File: src/rtl/tesa_pkg.sv
package tesa_pkg;

  // Default storage sizes.
  localparam int MAX_SAMPLES_DEF = 1024;
  localparam int MAX_CLASSES_DEF = 8;

  // Field and register widths.
  localparam int SCORE_W    = 40;
  localparam int COUNT_W    = 16;
  localparam int CLS_CNT_W  = 4;
  localparam int CFG_DATA_W = 16;
  localparam int CFG_IDX_W  = 2;

  // Register reset values.
  localparam logic [3:0]  CLASSES_RST = 4'd1;
  localparam logic [15:0] TREES_RST   = 16'd1;
  localparam logic [10:0] SAMPLES_RST = 11'd1024;

  // Saturation limits of the score accumulator.
  localparam logic signed [SCORE_W-1:0] SCORE_MAX = {1'b0, {(SCORE_W-1){1'b1}}};
  localparam logic signed [SCORE_W-1:0] SCORE_MIN = {1'b1, {(SCORE_W-1){1'b0}}};

  // Configuration register indexes.
  typedef enum logic [CFG_IDX_W-1:0] {
    REG_TASK_MODE       = 2'd0,
    REG_CLASSES_IN_USE  = 2'd1,
    REG_TREES_PER_CLASS = 2'd2,
    REG_SAMPLES_IN_USE  = 2'd3
  } cfg_reg_t;

  // One partial result request.
  typedef struct packed {
    logic [11:0]        sample_id;
    logic [2:0]         class_id;
    logic signed [31:0] partial_score;
    logic [7:0]         trees_covered;
  } request_t;

  // One finished prediction.
  typedef struct packed {
    logic [9:0]                done_sample;
    logic [2:0]                predicted_class;
    logic signed [SCORE_W-1:0] final_score;
  } result_t;

  // One entry of the accumulator store.
  typedef struct packed {
    logic signed [SCORE_W-1:0] score;
    logic [COUNT_W-1:0]        count;
  } entry_t;

  // Write controls of the stores.
  typedef struct packed {
    logic wr_en;
    logic done_wr_en;
    logic done_wr_val;
  } store_ctl_t;

  // Operations of the shared arithmetic unit.
  typedef enum logic {
    ALU_ACC = 1'b0,
    ALU_CMP = 1'b1
  } alu_op_t;

  // Outputs of the shared arithmetic unit.
  typedef struct packed {
    logic signed [SCORE_W-1:0] score;
    logic                      gt;
    logic [COUNT_W-1:0]        count;
    logic                      below;
  } alu_res_t;

endpackage

File: src/rtl/tesa_alu.sv
module tesa_alu (
  input  tesa_pkg::alu_op_t                  op,
  input  logic signed [tesa_pkg::SCORE_W-1:0] a_score,
  input  logic signed [tesa_pkg::SCORE_W-1:0] b_score,
  input  logic [tesa_pkg::COUNT_W-1:0]        a_count,
  input  logic [7:0]                          trees,
  input  logic [tesa_pkg::COUNT_W-1:0]        target,
  output tesa_pkg::alu_res_t                  res
);
  import tesa_pkg::*;

  logic [SCORE_W:0]   a_ext;
  logic [SCORE_W:0]   b_ext;
  logic [SCORE_W:0]   sum;
  logic [COUNT_W:0]   cnt_sum;

  // One adder serves both the accumulate and the compare (as a subtract).
  assign a_ext = {a_score[SCORE_W-1], a_score};
  assign b_ext = (op == ALU_CMP) ? ~{b_score[SCORE_W-1], b_score}
                                 : {b_score[SCORE_W-1], b_score};
  assign sum   = a_ext + b_ext + {{SCORE_W{1'b0}}, (op == ALU_CMP)};

  // Tree count sum, one bit wider to catch the overflow.
  assign cnt_sum = {1'b0, a_count} + {{(COUNT_W-7){1'b0}}, trees};

  // Saturate the sum to the accumulator range; flag a strictly greater score.
  // The tree count saturates as well, and the completion compare runs beside it.
  always_comb begin
    if (sum[SCORE_W] != sum[SCORE_W-1]) begin
      res.score = sum[SCORE_W] ? SCORE_MIN : SCORE_MAX;
    end else begin
      res.score = sum[SCORE_W-1:0];
    end
    res.gt    = !sum[SCORE_W] && (sum != '0);
    res.count = cnt_sum[COUNT_W] ? {COUNT_W{1'b1}} : cnt_sum[COUNT_W-1:0];
    res.below = a_count < target;
  end

endmodule

File: config.mk
export PLATFORM = sky130hd
export DESIGN_NAME = tesa_alu
export DESIGN_NICKNAME = d
export VERILOG_FILES = /design/src/rtl/tesa_pkg.sv /design/src/rtl/tesa_alu.sv
export SDC_FILE = /design/constraint.sdc
export NUM_CORES = 1
export LEC_CHECK = 0
export ABC_CLOCK_PERIOD_IN_PS = 8800
export BUFFER_PORTS_ARGS = -buffer_cell sky130_fd_sc_hd__buf_4
export CAP_MARGIN = 0
export CORE_ASPECT_RATIO = 0.6
export CORE_MARGIN = 5
export CORE_UTILIZATION = 56
export DETAILED_ROUTE_END_ITERATION = 8
export GPL_ROUTABILITY_DRIVEN = 0
export GPL_TIMING_DRIVEN = 0
export PLACE_DENSITY_LB_ADDON = 0.15
export SLEW_MARGIN = 40
export SYNTH_ARGS = -nofsm -noshare
export SYNTH_HDL_FRONTEND = slang
export SYNTH_SLANG_ARGS = --single-unit
File: constraint.sdc
create_clock -name vclk -period 8.8
set_input_delay 1.76 -clock vclk [all_inputs]
set_output_delay 1.76 -clock vclk [all_outputs]
set_load 0.005 [all_outputs]
==> summary.md, run 1 <==
| Metric | Value |
|---|---|
| Post-CTS setup buffer count | 0 |
| Grt met2 use | 0.486 |
| Row count | 24 |
| Placed Area | 5790 µm² |
| Final Hold Fails | 0 |
| Total core area | 7390 µm² |
| Area delta synth->final | 34.0% |
| DIE HEIGHT | 78.0 µm |
| Cell with the most instances after synthesis | ha_1 |
| DR DRC count | 0 |
| Vias/cell | 6.16 |
| Crit path DAT | 6.74 ns |
| Slew headroom | 0.464 |
| I/O Pins | 179 |
| Clock buffers | 0 |
| NumNets Final | 977 |
| Initial core utilization | 0.585 |
| Pwr Density | 128 nW/µm² |
| Die W | 123 µm |
| Max cap viols | 0 |
| Final setup TNS | 0 ns |
| FF+latch count | 0 |
| Worst Path Required | 7.04 ns |
| Ant. Diodes | 0 |
| Largest area contributor in the netlist | ha_1 |
| Share of layout cells above drive strength 1 | 0.267 |
| Final Core Density | 0.783 |
| Worst setup SP type | primary input |
| Die area | 9630 µm² |
| 1st-iter DRT viols | 610 |
| Largest net degree at the start of global routing | 11 |
| Drt wl/cell | 17.4 µm |
| Yosys cell types | 70 |
| First drt pass iteration count | 6 |
| Hold bufs inserted after CTS | 0 |
| Critical-path maximum fanout | 10 |
| Global route overflow | 0 |
| Fmax | 118 MHz |
| Final worst path period share | 0.966 |
| Fillers | 559 |
| Synth top area cells | ha_1, xor2_1, maj3_1 |
| Seq/Total Area, Yosys | 0 |
| Worst Tran Pin Value | 0.803 ns |
| Syn Area/Cell | 7.07 µm² |
| Final Instance Area | 5790 µm² |
| IO buf count | 178 |
| Most frequent cells after synthesis | ha_1, nand2_1, xor2_1 |
| Worst vdd ir | 50.2 µV |
| Vias in the first global route | 5,207 |
| Drt total wl | 15,600 µm |
| Post-cts gate resize count | 0 |
| Vias | 5,503 |
| Initial antenna violation count | 0 |
| Outcome | finished, final reports clean |
| Unrepaired setup endpoints after global routing | false |
| M3 GR Usage | 0.0776 |
| Leak Pwr | 0.00279 µW |
| Syn Std Cell Area | 4320 µm² |
| Post-route minimum period | 8.50 ns |
| WS Path Type | primary input to primary output |
| Worst min path class | primary input to primary output |
| Register area | 0 µm² |
| GRT busiest layer | met2 |
| Crit. End Element | primary output |
| First-pass GRT wire length | 24,400 µm |
| Final setup fails | 0 |
| Syn Nets | 797 |
| Met1 GRT Util | 0.421 |
| Post-Syn Instances | 611 |
| Post-route ant nets | 0 |
| HPWL Detailed | 13,400 µm |
| YS warnings | 0 |
| Yosys top cell area share | 0.183 |
| Pins Over Slew Limit | 0 |
| GRT Util Overall | 0.302 |
[per-stage QoR]
step	hold WS (ns)	std cells	total power, µW	setup WS, ns
floorplan	3.63	611	422	1.77
global placement	3.84	893	691	0.595
detailed placement	3.85	893	716	0.529
CTS	3.85	893	720	0.517
global route	3.87	893	791	0.137
finish	3.85	893	738	0.299
[layout by cell type (no fill, tap or decap), types with 3 or more instances in the layout]
master / Yosys / final
and2_1: 4 / 4
o21a_1: 6 / 6
nor2b_1: 7 / 7
nor2_1: 48 / 48
a211oi_1: 5 / 5
buf_2: 5 / 5
o21ai_0: 33 / 33
maj3_1: 35 / 35
or3_1: 7 / 7
ha_1: 63 / 63
inv_1: 36 / 36
nand2b_1: 4 / 4
nor4_1: 3 / 3
o21ai_1: 8 / 8
o2111a_1: 3 / 3
buf_1: 5 / 4
a21oi_1: 52 / 52
nand4_1: 17 / 17
xnor2_1: 18 / 18
nand3_1: 10 / 10
buf_4: 2 / 180
a21o_1: 23 / 23
clkbuf_1: 12 / 12
a21boi_0: 4 / 4
o21bai_1: 7 / 7
nor3_1: 13 / 13
o211ai_1: 7 / 7
a31oi_1: 4 / 4
nand2_1: 57 / 57
and4_1: 3 / 3
xor2_1: 56 / 56
[kinds of logic (layout without fill, tap and decap cells)]
group,Yosys count,after routing,share of synthesized area
muxes,7,7,0.0203
buffers and inverters,61,239,0.0579
and+or+nand+nor,189,189,0.222
AOI/OAI and AO/OA,180,180,0.276
xor gates and xnor gates,74,74,0.150
adders and majority gates,100,100,0.273
[cell type report]
type                            count  area (µm²)  share of cell area
Buffer                             25         116              0.0201
Inverter                           36         135              0.0234
Multi-Input combinational cell    550        4070               0.703
Tap cell                          104         130              0.0225
Timing Repair Buffer              178        1340               0.231
[worst paths after layout]
| kind | start | to | slack (ns) | cells past startpoint |
|---|---|---|---|---|
| setup / recovery | op | res[31] | 0.30 | 16 |
| hold / removal | a_count[11] | res[12] | 3.85 | 3 |
[worst max-delay path, cell delays in order]
cell and delay (ns):
clkbuf_1 0.21, buf_1 0.65, clkbuf_1 0.65, xor2_1 0.31, ha_1 0.31, a21oi_1 0.36, nand2_1 0.27, o211ai_1 0.32
a21oi_1 0.13, nor3_1 0.57, o31ai_2 0.13, nand2_1 0.14, a31oi_4 0.12, buf_2 0.22, maj3_1 0.41, buf_4 0.16
[where the power goes]
group          total [µW]  switching, µW  leakage [µW]  internal [µW]
clock network           0              0             0              0
logic                 738            394       0.00279            344
registers               0              0             0              0
[layer usage]
metal,part of all wire,vias up
met5,0,-
met4,0.013,0
met3,0.14,28
met2,0.42,383
met1,0.43,2491
li1,-,2601
No activity file was read; power rests on OpenSTA's default activity.
==> inputs of run 2 (changes only) <==
- CORE_MARGIN: 5 -> default
==> run 2 against run 1 <==
  * Critical path depth did not move
  * Design area barely moved
  * Core utilization rose by 0.30 points
  * Wire length fell by 3.1%
  * Count of clock-buffer cells in the layout did not move
  * Cell count did not move
  * Largest cell class unchanged
  * Critical endpoint is now res[33]
  * Largest power group unchanged
==> summary.md, run 2 (synthesis results as in run 1) <==
| Metric | Value |
|---|---|
| Outcome | finished, final reports clean |
| GRT Util Overall | 0.360 (+0.0586) |
| Slew headroom | 0.418 (-0.0460) |
| Vias in the first global route | 5,013 (-3.7%) |
| Initial antenna violation count | 0 (unchanged) |
| Worst vdd ir | 62.8 µV (+25%) |
| Largest net degree at the start of global routing | 11 (unchanged) |
| Pwr Density | 127 nW/µm² (-0.15%) |
| Register area | 0 µm² (unchanged) |
| Final worst path period share | 0.965 (-0.00116) |
| Critical-path maximum fanout | 10 (unchanged) |
| Pre-CTS setup slack | 0.499 ns (-0.0299 ns) |
| Max cap viols | 0 (unchanged) |
| Hold bufs inserted after CTS | 0 (unchanged) |
| Drt wl/cell | 16.9 µm (-3.1%) |
| Vias/cell | 6.16 (about the same) |
| DIE HEIGHT | 70.0 µm (-10%) |
| FF+latch count | 0 (unchanged) |
| DR DRC count | 0 (unchanged) |
| Post-cts gate resize count | 0 (unchanged) |
| Crit path launch | op |
| Total core area | 7360 µm² (-0.41%) |
| I/O Pins | 179 (unchanged) |
| Row count | 24 (unchanged) |
| HPWL Detailed | 12,800 µm (-4.4%) |
| Global route overflow | 0 (unchanged) |
| Final setup TNS | 0 ns (unchanged) |
| Unrepaired setup endpoints after global routing | false |
| Die W | 115 µm (-6.5%) |
| IO buf count | 178 (unchanged) |
| Pins Over Slew Limit | 0 (unchanged) |
| Commonest non-fill, non-tap cell in the layout | buf_4 |
| Crit path cell chain | clkbuf_1, buf_1, clkbuf_1, xor2_1, ha_1, a21oi_1, nand2_1, o211ai_1, a21oi_1, nor3_1, o31ai_2, nand2_1, a31oi_4, buf_2, maj3_1, buf_4 |
| Fillers | 551 (-1.4%) |
| Die area | 8080 µm² (-16%) |
| Final Hold Fails | 0 (unchanged) |
| Vias | 5,502 (-0.018%) |
| Initial core utilization | 0.587 (+0.00239) |
| Max stage delay cell, worst path | clkbuf_1 |
| Area delta synth->final | 34.0% (about the same) |
| Worst hold start | a_count[14] |
| Worst min path class | primary input to primary output |
| CP peak stage delay | 0.68 ns (+0.03 ns) |
| Post-CTS setup buffer count | 0 (unchanged) |
| Post-route minimum period | 8.49 ns (-0.0102 ns) |
| Share of layout cells above drive strength 1 | 0.266 (-0.00127) |
| NumNets Final | 977 (unchanged) |
| Crit. End Element | primary output |
| WS Path Type | primary input to primary output |
| 1st-iter DRT viols | 729 (+20%) |
| Commonest cells after routing, fill and taps aside | buf_4, ha_1, nand2_1 |
| Crit path DAT | 6.73 ns (about the same) |
| Final setup fails | 0 (unchanged) |
| Leak Pwr | 0.00279 µW (-0.11%) |
| Post-route ant nets | 0 (unchanged) |
| Ant. Diodes | 0 (unchanged) |
| Final setup margin | 0.309 ns (+0.0102 ns) |
| Drt total wl | 15,100 µm (-3.1%) |
| First drt pass iteration count | 7 (+1) |
| Worst Tran Pin Value | 0.872 ns (+0.0690 ns) |
| Clock buffers | 0 (unchanged) |
| First-pass GRT wire length | 23,700 µm (-2.9%) |
| Fmax | 118 MHz (+0.12%) |
| Worst setup SP type | primary input |
| Worst Path Required | 7.04 ns (about the same) |
| Final Core Density | 0.786 (+0.00303) |
-- run 2: changes by cell type in the layout (fill, tap and decap cells not counted), sizes merged --
cell,delta
buf,+1
clkbuf,-1
-- run 2: stage by stage --
| stage | total power [µW] | cell area, µm² | std cells | hold WS, ns |
|---|---|---|---|---|
| after floorplan | 422 | 4320 | 611 | 3.63 |
| after detailed placement | 711 | 5790 | 893 | 3.85 |
| final | 737 | 5790 | 893 | 3.86 |
| after global placement | 686 | 5790 | 893 | 3.85 |
| after CTS | 714 | 5790 | 893 | 3.85 |
| after global routing | 790 | 5790 | 893 | 3.88 |
-- run 2: layer usage --
metal  global-route usage  vias up  share of wire
met1                0.503     2451           0.42
met2                0.582      413           0.42
li1                     -     2593              -
met3               0.0729       45           0.14
met4               0.0418        0          0.017
met5                    0        -              0
-- run 2: worst paths after layout --
check  cells past startpoint  slack (ns)  endpoint
max                       16        0.31   res[33]
min                        3        3.86   res[15]
-- run 2: where the power goes --
part           leakage [µW]  internal, µW  switching [µW]
clock                     0             0               0
sequential                0             0               0
combinational       0.00279           344             393
-- run 2: layout make-up --
type | instances | area (µm²) | share of cell area
buffer | 25 | 115 | 0.0199
timing repair buffer | 178 | 1340 | 0.231
tap | 104 | 130 | 0.0225
multi-input combinational | 550 | 4070 | 0.703
inverter | 36 | 135 | 0.0234
-- run 2: critical path, delay by kind of cell --
family	cells	cell delay, ns
compound gates	5	1.12
simple gates	3	0.88
buf+inv	5	1.92
xor+xnor	1	0.30
fa+ha+maj	2	0.73
